--- src/rws_pkg.sv ---
// shared types and constants for the roulette wheel selector
// used by rws_ctrl and roulette_wheel_selector; no dependencies
`timescale 1ns / 1ps

package rws_pkg;

  localparam int POPULATION_SIZE = 256;
  localparam int FITNESS_BITS    = 16;
  localparam int DRAW_BITS       = 16;

  // fixed field widths of the stream payload
  localparam int KIND_W     = 2;
  localparam int FIELD_W    = 16;
  localparam int OUT_IDX_W  = 8;
  localparam int IN_DATA_W  = 2 * FIELD_W;
  localparam int OUT_DATA_W = OUT_IDX_W;

  localparam int IDX_W  = $clog2(POPULATION_SIZE);
  localparam int CNT_W  = IDX_W + 1;
  localparam int SUM_W  = FITNESS_BITS + IDX_W;
  localparam int PROD_W = DRAW_BITS + SUM_W;

  typedef enum logic [KIND_W-1:0] {
    KIND_CLEAR  = 2'd0,
    KIND_LOAD   = 2'd1,
    KIND_SELECT = 2'd2
  } rws_kind_e;

  typedef enum logic [1:0] {
    ST_IDLE,
    ST_SCALE,
    ST_SEARCH,
    ST_RESULT
  } rws_state_e;

  typedef enum logic {
    STATUS_OK    = 1'b0,
    STATUS_EMPTY = 1'b1
  } rws_status_e;

  typedef struct packed {
    logic [OUT_IDX_W-1:0] idx;
    rws_status_e          status;
  } rws_result_t;

endpackage

--- src/rws_ctrl.sv ---
// sequencer for table loads and the scaled binary search over cumulative sums
// depends on rws_pkg; drives the cumulative table ram
`timescale 1ns / 1ps

module rws_ctrl
  import rws_pkg::*;
(
  input  logic                clk_i,
  input  logic                rst_ni,
  input  logic                in_valid_i,
  output logic                in_ready_o,
  input  logic [KIND_W-1:0]   in_kind_i,
  input  logic [FIELD_W-1:0]  in_fitness_i,
  input  logic [FIELD_W-1:0]  in_draw_i,
  input  logic                res_free_i,
  output logic                res_push_o,
  output rws_result_t         res_o,
  output logic                mem_we_o,
  output logic [IDX_W-1:0]    mem_waddr_o,
  output logic [SUM_W-1:0]    mem_wdata_o,
  output logic [IDX_W-1:0]    mem_raddr_o,
  input  logic [SUM_W-1:0]    mem_rdata_i
);

  rws_state_e         state_q, state_d;
  logic [CNT_W-1:0]   count_q, count_d;
  logic [SUM_W-1:0]   total_q, total_d;
  logic [DRAW_BITS-1:0] draw_q, draw_d;
  logic [SUM_W-1:0]   target_q, target_d;
  logic [IDX_W-1:0]   lo_q, lo_d;
  logic [IDX_W-1:0]   hi_q, hi_d;
  logic [IDX_W-1:0]   mid_q, mid_d;
  rws_result_t        res_q, res_d;

  logic               accept;
  logic               table_empty;
  logic               table_full;
  logic [IDX_W-1:0]   init_hi;
  logic [IDX_W-1:0]   init_mid;
  logic [PROD_W-1:0]  product;
  logic               cum_gt;
  logic [IDX_W-1:0]   step_lo;
  logic [IDX_W-1:0]   step_hi;
  logic [IDX_W:0]     step_sum;
  logic [IDX_W-1:0]   step_mid;
  logic               search_more;

  assign in_ready_o  = (state_q == ST_IDLE);
  assign accept      = in_valid_i && in_ready_o;
  assign table_empty = (count_q == '0) || (total_q == '0);
  assign table_full  = (count_q == CNT_W'(POPULATION_SIZE));

  assign init_hi  = IDX_W'(count_q - CNT_W'(1));
  assign init_mid = init_hi >> 1;

  // draw scaled by the total, fraction dropped
  assign product = PROD_W'(draw_q) * PROD_W'(total_q);

  // one halving step per cycle on the entry read last cycle
  assign cum_gt      = (mem_rdata_i > target_q);
  assign step_lo     = cum_gt ? lo_q : IDX_W'(mid_q + IDX_W'(1));
  assign step_hi     = cum_gt ? mid_q : hi_q;
  assign step_sum    = {1'b0, step_lo} + {1'b0, step_hi};
  assign step_mid    = step_sum[IDX_W:1];
  assign search_more = (step_lo < step_hi);

  always_comb begin
    state_d = state_q;
    case (state_q)
      ST_IDLE: begin
        if (accept && (in_kind_i == KIND_SELECT)) begin
          state_d = table_empty ? ST_RESULT : ST_SCALE;
        end
      end
      ST_SCALE: begin
        state_d = (init_hi == '0) ? ST_RESULT : ST_SEARCH;
      end
      ST_SEARCH: begin
        if (!search_more) begin
          state_d = ST_RESULT;
        end
      end
      ST_RESULT: begin
        if (res_free_i) begin
          state_d = ST_IDLE;
        end
      end
      default: state_d = ST_IDLE;
    endcase
  end

  always_comb begin
    count_d     = count_q;
    total_d     = total_q;
    draw_d      = draw_q;
    target_d    = target_q;
    lo_d        = lo_q;
    hi_d        = hi_q;
    mid_d       = mid_q;
    res_d       = res_q;
    mem_we_o    = 1'b0;
    mem_waddr_o = IDX_W'(count_q);
    mem_wdata_o = SUM_W'(total_q + SUM_W'(in_fitness_i[FITNESS_BITS-1:0]));
    mem_raddr_o = mid_q;
    res_push_o  = 1'b0;
    case (state_q)
      ST_IDLE: begin
        if (accept) begin
          case (in_kind_i)
            KIND_CLEAR: begin
              count_d = '0;
              total_d = '0;
            end
            KIND_LOAD: begin
              if (!table_full) begin
                mem_we_o = 1'b1;
                total_d  = mem_wdata_o;
                count_d  = CNT_W'(count_q + CNT_W'(1));
              end
            end
            KIND_SELECT: begin
              draw_d = in_draw_i[DRAW_BITS-1:0];
              res_d  = '{idx: '0, status: STATUS_EMPTY};
            end
            default: ;
          endcase
        end
      end
      ST_SCALE: begin
        target_d    = product[PROD_W-1:DRAW_BITS];
        lo_d        = '0;
        hi_d        = init_hi;
        mid_d       = init_mid;
        mem_raddr_o = init_mid;
        res_d       = '{idx: '0, status: STATUS_OK};
      end
      ST_SEARCH: begin
        lo_d        = step_lo;
        hi_d        = step_hi;
        mid_d       = step_mid;
        mem_raddr_o = step_mid;
        res_d       = '{idx: OUT_IDX_W'(step_lo), status: STATUS_OK};
      end
      ST_RESULT: begin
        res_push_o = res_free_i;
      end
      default: ;
    endcase
  end

  assign res_o = res_q;

  always_ff @(posedge clk_i or negedge rst_ni) begin
    if (!rst_ni) begin
      state_q <= ST_IDLE;
      count_q <= '0;
      total_q <= '0;
    end else begin
      state_q <= state_d;
      count_q <= count_d;
      total_q <= total_d;
    end
  end

  always_ff @(posedge clk_i) begin
    draw_q   <= draw_d;
    target_q <= target_d;
    lo_q     <= lo_d;
    hi_q     <= hi_d;
    mid_q    <= mid_d;
    res_q    <= res_d;
  end

endmodule

--- config.mk ---
export PLATFORM = sky130hd
export DESIGN_NAME = rws_ctrl
export DESIGN_NICKNAME = d
export VERILOG_FILES = /design/src/rws_pkg.sv /design/src/rws_ctrl.sv
export SDC_FILE = /design/constraint.sdc
export NUM_CORES = 1
export LEC_CHECK = 0
export BUFFER_PORTS_ARGS = -buffer_cell sky130_fd_sc_hd__buf_2
export CAP_MARGIN = 20
export CORE_MARGIN = 2
export CORE_UTILIZATION = 30
export CTS_BUF_LIST = sky130_fd_sc_hd__clkbuf_16
export DETAILED_ROUTE_END_ITERATION = 7
export MAX_ROUTING_LAYER = met4
export PLACE_DENSITY_LB_ADDON = 0.1
export SLEW_MARGIN = 20
export SYNTH_ARGS = -nofsm -noshare
export SYNTH_HDL_FRONTEND = slang
export SYNTH_SLANG_ARGS = --single-unit
--- constraint.sdc ---
create_clock -name clk_i -period 9.2 [get_ports clk_i]
set_input_delay 0.46 -clock clk_i [delete_from_list [all_inputs] [get_ports clk_i]]
set_output_delay 0.46 -clock clk_i [all_outputs]
set_load 0.02 [all_outputs]
# Word-level counts from Yosys, hierarchy flattened
# Cells that the tools add are included.
[word_totals]
inputBits = 62
word_cells = 68
register_bits = 108
[classes]
n_reduce_logical = 15
addsub = 5
multipliers = 1
magnitude_cmp = 2
n_eq_ne = 12
muxes = 23
[ops]
columns = ["op", "n"]
rows = [
  ["$pmux 24 s2", 1],
  ["$pmux 8 s2", 3],
  ["$mul 16x24->40", 1],
  ["$mux 9", 3],
  ["$pmux 9 s3", 1],
  ["$add 24x16->24", 1],
  ["$gt 24x24->1", 1],
  ["$logic_not 24->1", 1],
  ["$mux 24", 1],
  ["$pmux 9 s2", 1],
  ["$mux 8", 2],
  ["$add 8x8->9", 1],
  ["$add 9x1->9 const B", 1],
  ["$eq 9x9->1 const B", 1],
  ["$logic_not 9->1", 1],
  ["$reduce_and 3->1", 3],
  ["$add 8x1->8 const B", 1],
  ["$logic_not 8->1", 1],
  ["$lt 8x8->1", 1],
  ["$mux 2", 4],
  ["$pmux 2 s4", 1],
  ["$sub 8x1->8 const B", 1],
  ["$eq 2x2->1 const B", 3],
  ["$mux 1", 6],
  ["9 further kinds", 17],
]

# Depth between registers and ports, before layout
[logic_depth]
depth_word = 5
ltp_mapped = 26

# Worst setup path before layout
# OpenSTA, ideal clock, no wires.
[synth_path]
path_kind = "reg-to-reg"
start = "reg total_q[14]"
end = "reg target_q[15] (data pin)"
n_path_buf = 2
period_less_slack_ps = 6350
stages_incl_launch_ff = 26
arrival_ps = 6091
t_required_ps = 8941
setup_slack_ps = 2850
cell_sequence = "dfrtp_1 -> clkbuf_1 -> clkbuf_1 -> nand2_1 -> fa_1 -> inv_1 -> fa_1 -> inv_1 -> fa_1 -> inv_1 -> fa_1 -> fa_1 -> inv_1 -> fa_1 -> inv_1 -> ha_1 -> a21oi_1 -> o21ai_1 -> a41o_1 -> a21boi_2 -> o31ai_4 -> a22o_4 -> o41ai_4 -> o21bai_1 -> a21oi_1 -> xnor2_1"
[synth_via]
elab_chain_len = 1
[synth_rtl]
columns = ["item", "line", "text"]
rows = [
  ["start: declaration", "rws_ctrl.sv:27", "logic [SUM_W-1:0] total_q, total_d;"],
  ["start signal: assignment", "rws_ctrl.sv:161", "total_q <= total_d;"],
  ["$mul 16x24->40", "rws_ctrl.sv:57", "assign product = PROD_W'(draw_q) * PROD_W'(total_q);"],
  ["named net product[31]", "rws_ctrl.sv:40", "logic [PROD_W-1:0] product;"],
  ["end signal: assignment", "rws_ctrl.sv:167", "target_q <= target_d;"],
  ["end: declaration", "rws_ctrl.sv:29", "logic [SUM_W-1:0] target_q, target_d;"],
]
# The timed path passes the listed nets, and every way through them passes these cells.
# A chain may end at the register's enable or synchronous reset.

# Final worst setup path
[layout_path]
start = "reg draw_q[1]"
end = "reg target_q[15] (data pin)"
[layout_via]
elab_chain_len = 1
[layout_rtl]
columns = ["item", "line", "text"]
rows = [
  ["start: declaration", "rws_ctrl.sv:28", "logic [DRAW_BITS-1:0] draw_q, draw_d;"],
  ["start signal: assignment", "rws_ctrl.sv:166", "draw_q <= draw_d;"],
  ["$mul 16x24->40", "rws_ctrl.sv:57", ""],
  ["named net product[31]", "rws_ctrl.sv:40", ""],
]
# The timed path passes the listed nets, and every way through them passes these cells.

==> flow_summary.json <==
{
  "rsz0062_at_grt": "no",
  "cts_resized": 0,
  "nets": 2572,
  "synthTopCellsByCount": "inv_1, fa_1, nand2_1, ha_1, and2_1",
  "setup_viol": 0,
  "finalHoldViolCount": 0,
  "clkTransAtPathRegs_ns": 0.10,
  "max_freq_mhz": 143.3,
  "start_kind": "flip-flop",
  "drive_above_1_share_pct": 9.337,
  "n_fill_cell": 6356,
  "routed_wl_mm": 53.33,
  "synth_top_area_share_pct": 33.58,
  "grt_start_max_net_pins": 36,
  "cp.required_ns": 9.36,
  "finalCritPeriodShare_pct": 75.86,
  "worst-slew-pin-transition_ns": 1.072,
  "synth_seq_cells": 108,
  "wl_met2_mm": 27.94,
  "tns_ns": 0,
  "diodes": 0,
  "crit_path_top_delay_cell": "edfxtp_1",
  "cts-root-buf": "clkbuf_16",
  "grt_pass1_vias": 14400,
  "powerDensity_mw_per_mm2": 376.8,
  "top_layer": "met4",
  "synth_flop_cell": "edfxtp_1",
  "place_ws_ns": 2.108,
  "crit_fanout": 24,
  "grt_usage_pct": 17.98,
  "yosysMostFrequentCell": "inv_1",
  "path_buf_inv": 3,
  "routed_via_density": 4.660,
  "maxSlewViolCount": 0,
  "path_delay_family": "adder cells",
  "ys_seq_area_share_pct": 16.33,
  "synth_area_leader_cell": "fa_1",
  "vdd_drop_max_v": 0.0002596,
  "worstPathCellList": "nand2_1, fa_1, fa_1, fa_1, inv_1, fa_1, fa_1, inv_1, fa_1, inv_1, ha_1, a21o_1, a21oi_1, o2111a_2, o31ai_4, a22o_4, o41ai_4, o21bai_1, a21oi_1, xnor2_1",
  "cp.depth": 20,
  "ys_types": 80,
  "hold_buffers": 0,
  "stdcell_count": 2817,
  "hold_path_class": "primary input to async pin",
  "maxCapViolCount": 0,
  "globalplace.congestion": 0.8226,
  "antenna_found_initial": 0,
  "htree_levels": 3,
  "vias": 13130,
  "syn_avg_cell_area_um2": 9.275,
  "critPathKind": "flip-flop to flip-flop",
  "clk_latency_ns": 0.40,
  "syn2layout_area_growth_pct": 9.182,
  "initial_utilization_pct": 30.32,
  "setup_ws_ns": 2.221,
  "fin_skew_ns": 0.02431,
  "maxSlewHeadroom_pct": 28.51,
  "status": "finished, final reports clean",
  "placed_cells": 2801,
  "crit_top_cell": "fa_1",
  "fp.dieH_um": 251.0,
  "grt_first_pass_wirelength_mm": 83.90,
  "drt-initial-drc-count": 546,
  "core_mm2": 0.06036,
  "hpwl_mm": 42.87,
  "end_kind": "flip-flop",
  "dr.pass1.iters": 5,
  "die_x_um": 251.0,
  "ios": 114,
  "post_cts_buffers": 0,
  "synth_nets": 2515,
  "synthCells": 1973,
  "wl_per_cell_um": 18.93,
  "cts.sinks": 108,
  "leakagePower_uw": 0.009821,
  "synth_warnings": 0,
  "worstPathArrival_ns": 7.14,
  "hold_slack_ns": 0.06195,
  "critPathMaxStageDelay_ns": 0.93,
  "synth_area_mm2": 0.01830,
  "wl_met3_mm": 1.432,
  "cts_tree": "built",
  "fin_crit_ns": 6.979,
  "numCtsBuffers": 9,
  "synth_edf_count": 65,
  "die-area_mm2": 0.06299,
  "portBuffers": 113,
  "synth-async-reset-ratio_pct": 32.41,
  "ant_nets": 0,
  "rows": 90,
  "clk_path_buf_depth": 2,
  "reg2reg_depth": 20,
  "yosys-top-cells-area": "fa_1, ha_1, edfxtp_1",
  "gr-total-overflow": 0,
  "wl_met1_mm": 23.38,
  "drc": 0
}
[cells by family (layout without fill, tap and decap cells)]
| group | after synthesis | in the layout | synth area share, % |
|---|---|---|---|
| buffers and inverters | 502 | 564 | 10.52 |
| xor gates and xnor gates | 65 | 65 | 3.111 |
| and+or+nand+nor | 597 | 597 | 15.70 |
| adders and majority gates | 480 | 480 | 45.41 |
| DFF | 108 | 108 | 16.33 |
| muxes | 11 | 11 | 0.6017 |
| AOI/OAI and AO/OA | 210 | 210 | 8.328 |
[stage by stage]
stage	utilization, %	power, µW	area [µm²]
final	33.10	7529	19980
after global routing	33.10	8511	19980
after CTS	33.09	7711	19970
after detailed placement	32.60	7220	19680
after global placement	32.60	7213	19680
after floorplan	-	5472	18300
[per-layer routing]
| metal | global-route usage [%] | vias up |
|---|---|---|
| li1 | - | 6209 |
| met1 | 22.24 | 6707 |
| met2 | 32.14 | 181 |
| met3 | 1.905 | 31 |
| met4 | 3.061 | 0 |
| met5 | - | - |
[layout make-up]
type	instances	area (µm²)	area share, %
clock inverters	6	46.29	0.2317
inverters	402	1509	7.552
flip-flops and latches	108	2988	14.95
well taps	782	978.4	4.897
clock buffers	10	250.2	1.252
multi-input cells	1363	13390	67.03
repair buffers	146	815.8	4.083
[cell usage in the layout, fill, tap and decap left out, types with 10 or more instances in the layout]
cell / instances
nor4_1: 14
edfxtp_1: 65
o21ai_0: 34
ha_1: 173
dfrtp_1: 35
xor2_1: 24
mux2i_1: 11
nand2_1: 271
buf_4: 34
nor3_1: 12
clkbuf_16: 10
xnor2_1: 41
and2_1: 163
fa_1: 307
a22o_1: 19
inv_1: 402
nand3_1: 13
nor2_1: 72
a21o_1: 20
a21oi_1: 57
buf_2: 112
[worst reg2reg max path, cell delays in order (launching register included)]
cell,delay [ns]
edfxtp_1,0.93
nand2_1,0.20
fa_1,0.54
fa_1,0.55
fa_1,0.53
inv_1,0.06
fa_1,0.49
fa_1,0.49
inv_1,0.05
fa_1,0.47
inv_1,0.04
ha_1,0.32
a21o_1,0.19
a21oi_1,0.32
o2111a_2,0.37
o31ai_4,0.14
a22o_4,0.29
o41ai_4,0.35
o21bai_1,0.15
a21oi_1,0.19
xnor2_1,0.08
[power breakdown]
group          internal [µW]  switching (µW)
clock                    204             233
sequential               853             219
combinational           2440            3580
total                   3490            4030
[registers in the layout (all words and copies together) (netlist names)]
name / flops
count_q: 9
draw_q: 16
hi_q: 8
lo_q: 8
mid_q: 8
res_o: 9
state_q: 2
target_q: 24
total_q: 24
[path summary, 6_finish.rpt]
path                                          start                 endpoint  slack, ns
worst max-delay path            draw_q[1]$_DFFE_PP_   target_q[15]$_DFFE_PP_       2.22
worst min-delay path                         rst_ni  total_q[12]$_DFFE_PN0P_       0.06
worst max register to register  draw_q[1]$_DFFE_PP_   target_q[15]$_DFFE_PP_       2.22
worst min register to register     mid_q[7]$_DFF_P_         mid_q[7]$_DFF_P_       0.54
max in group asynchronous                    rst_ni   total_q[8]$_DFFE_PN0P_       8.75
min in group clk_i                    in_draw_i[15]     draw_q[15]$_DFFE_PP_       0.22
(Power assumes the default switching activity.)
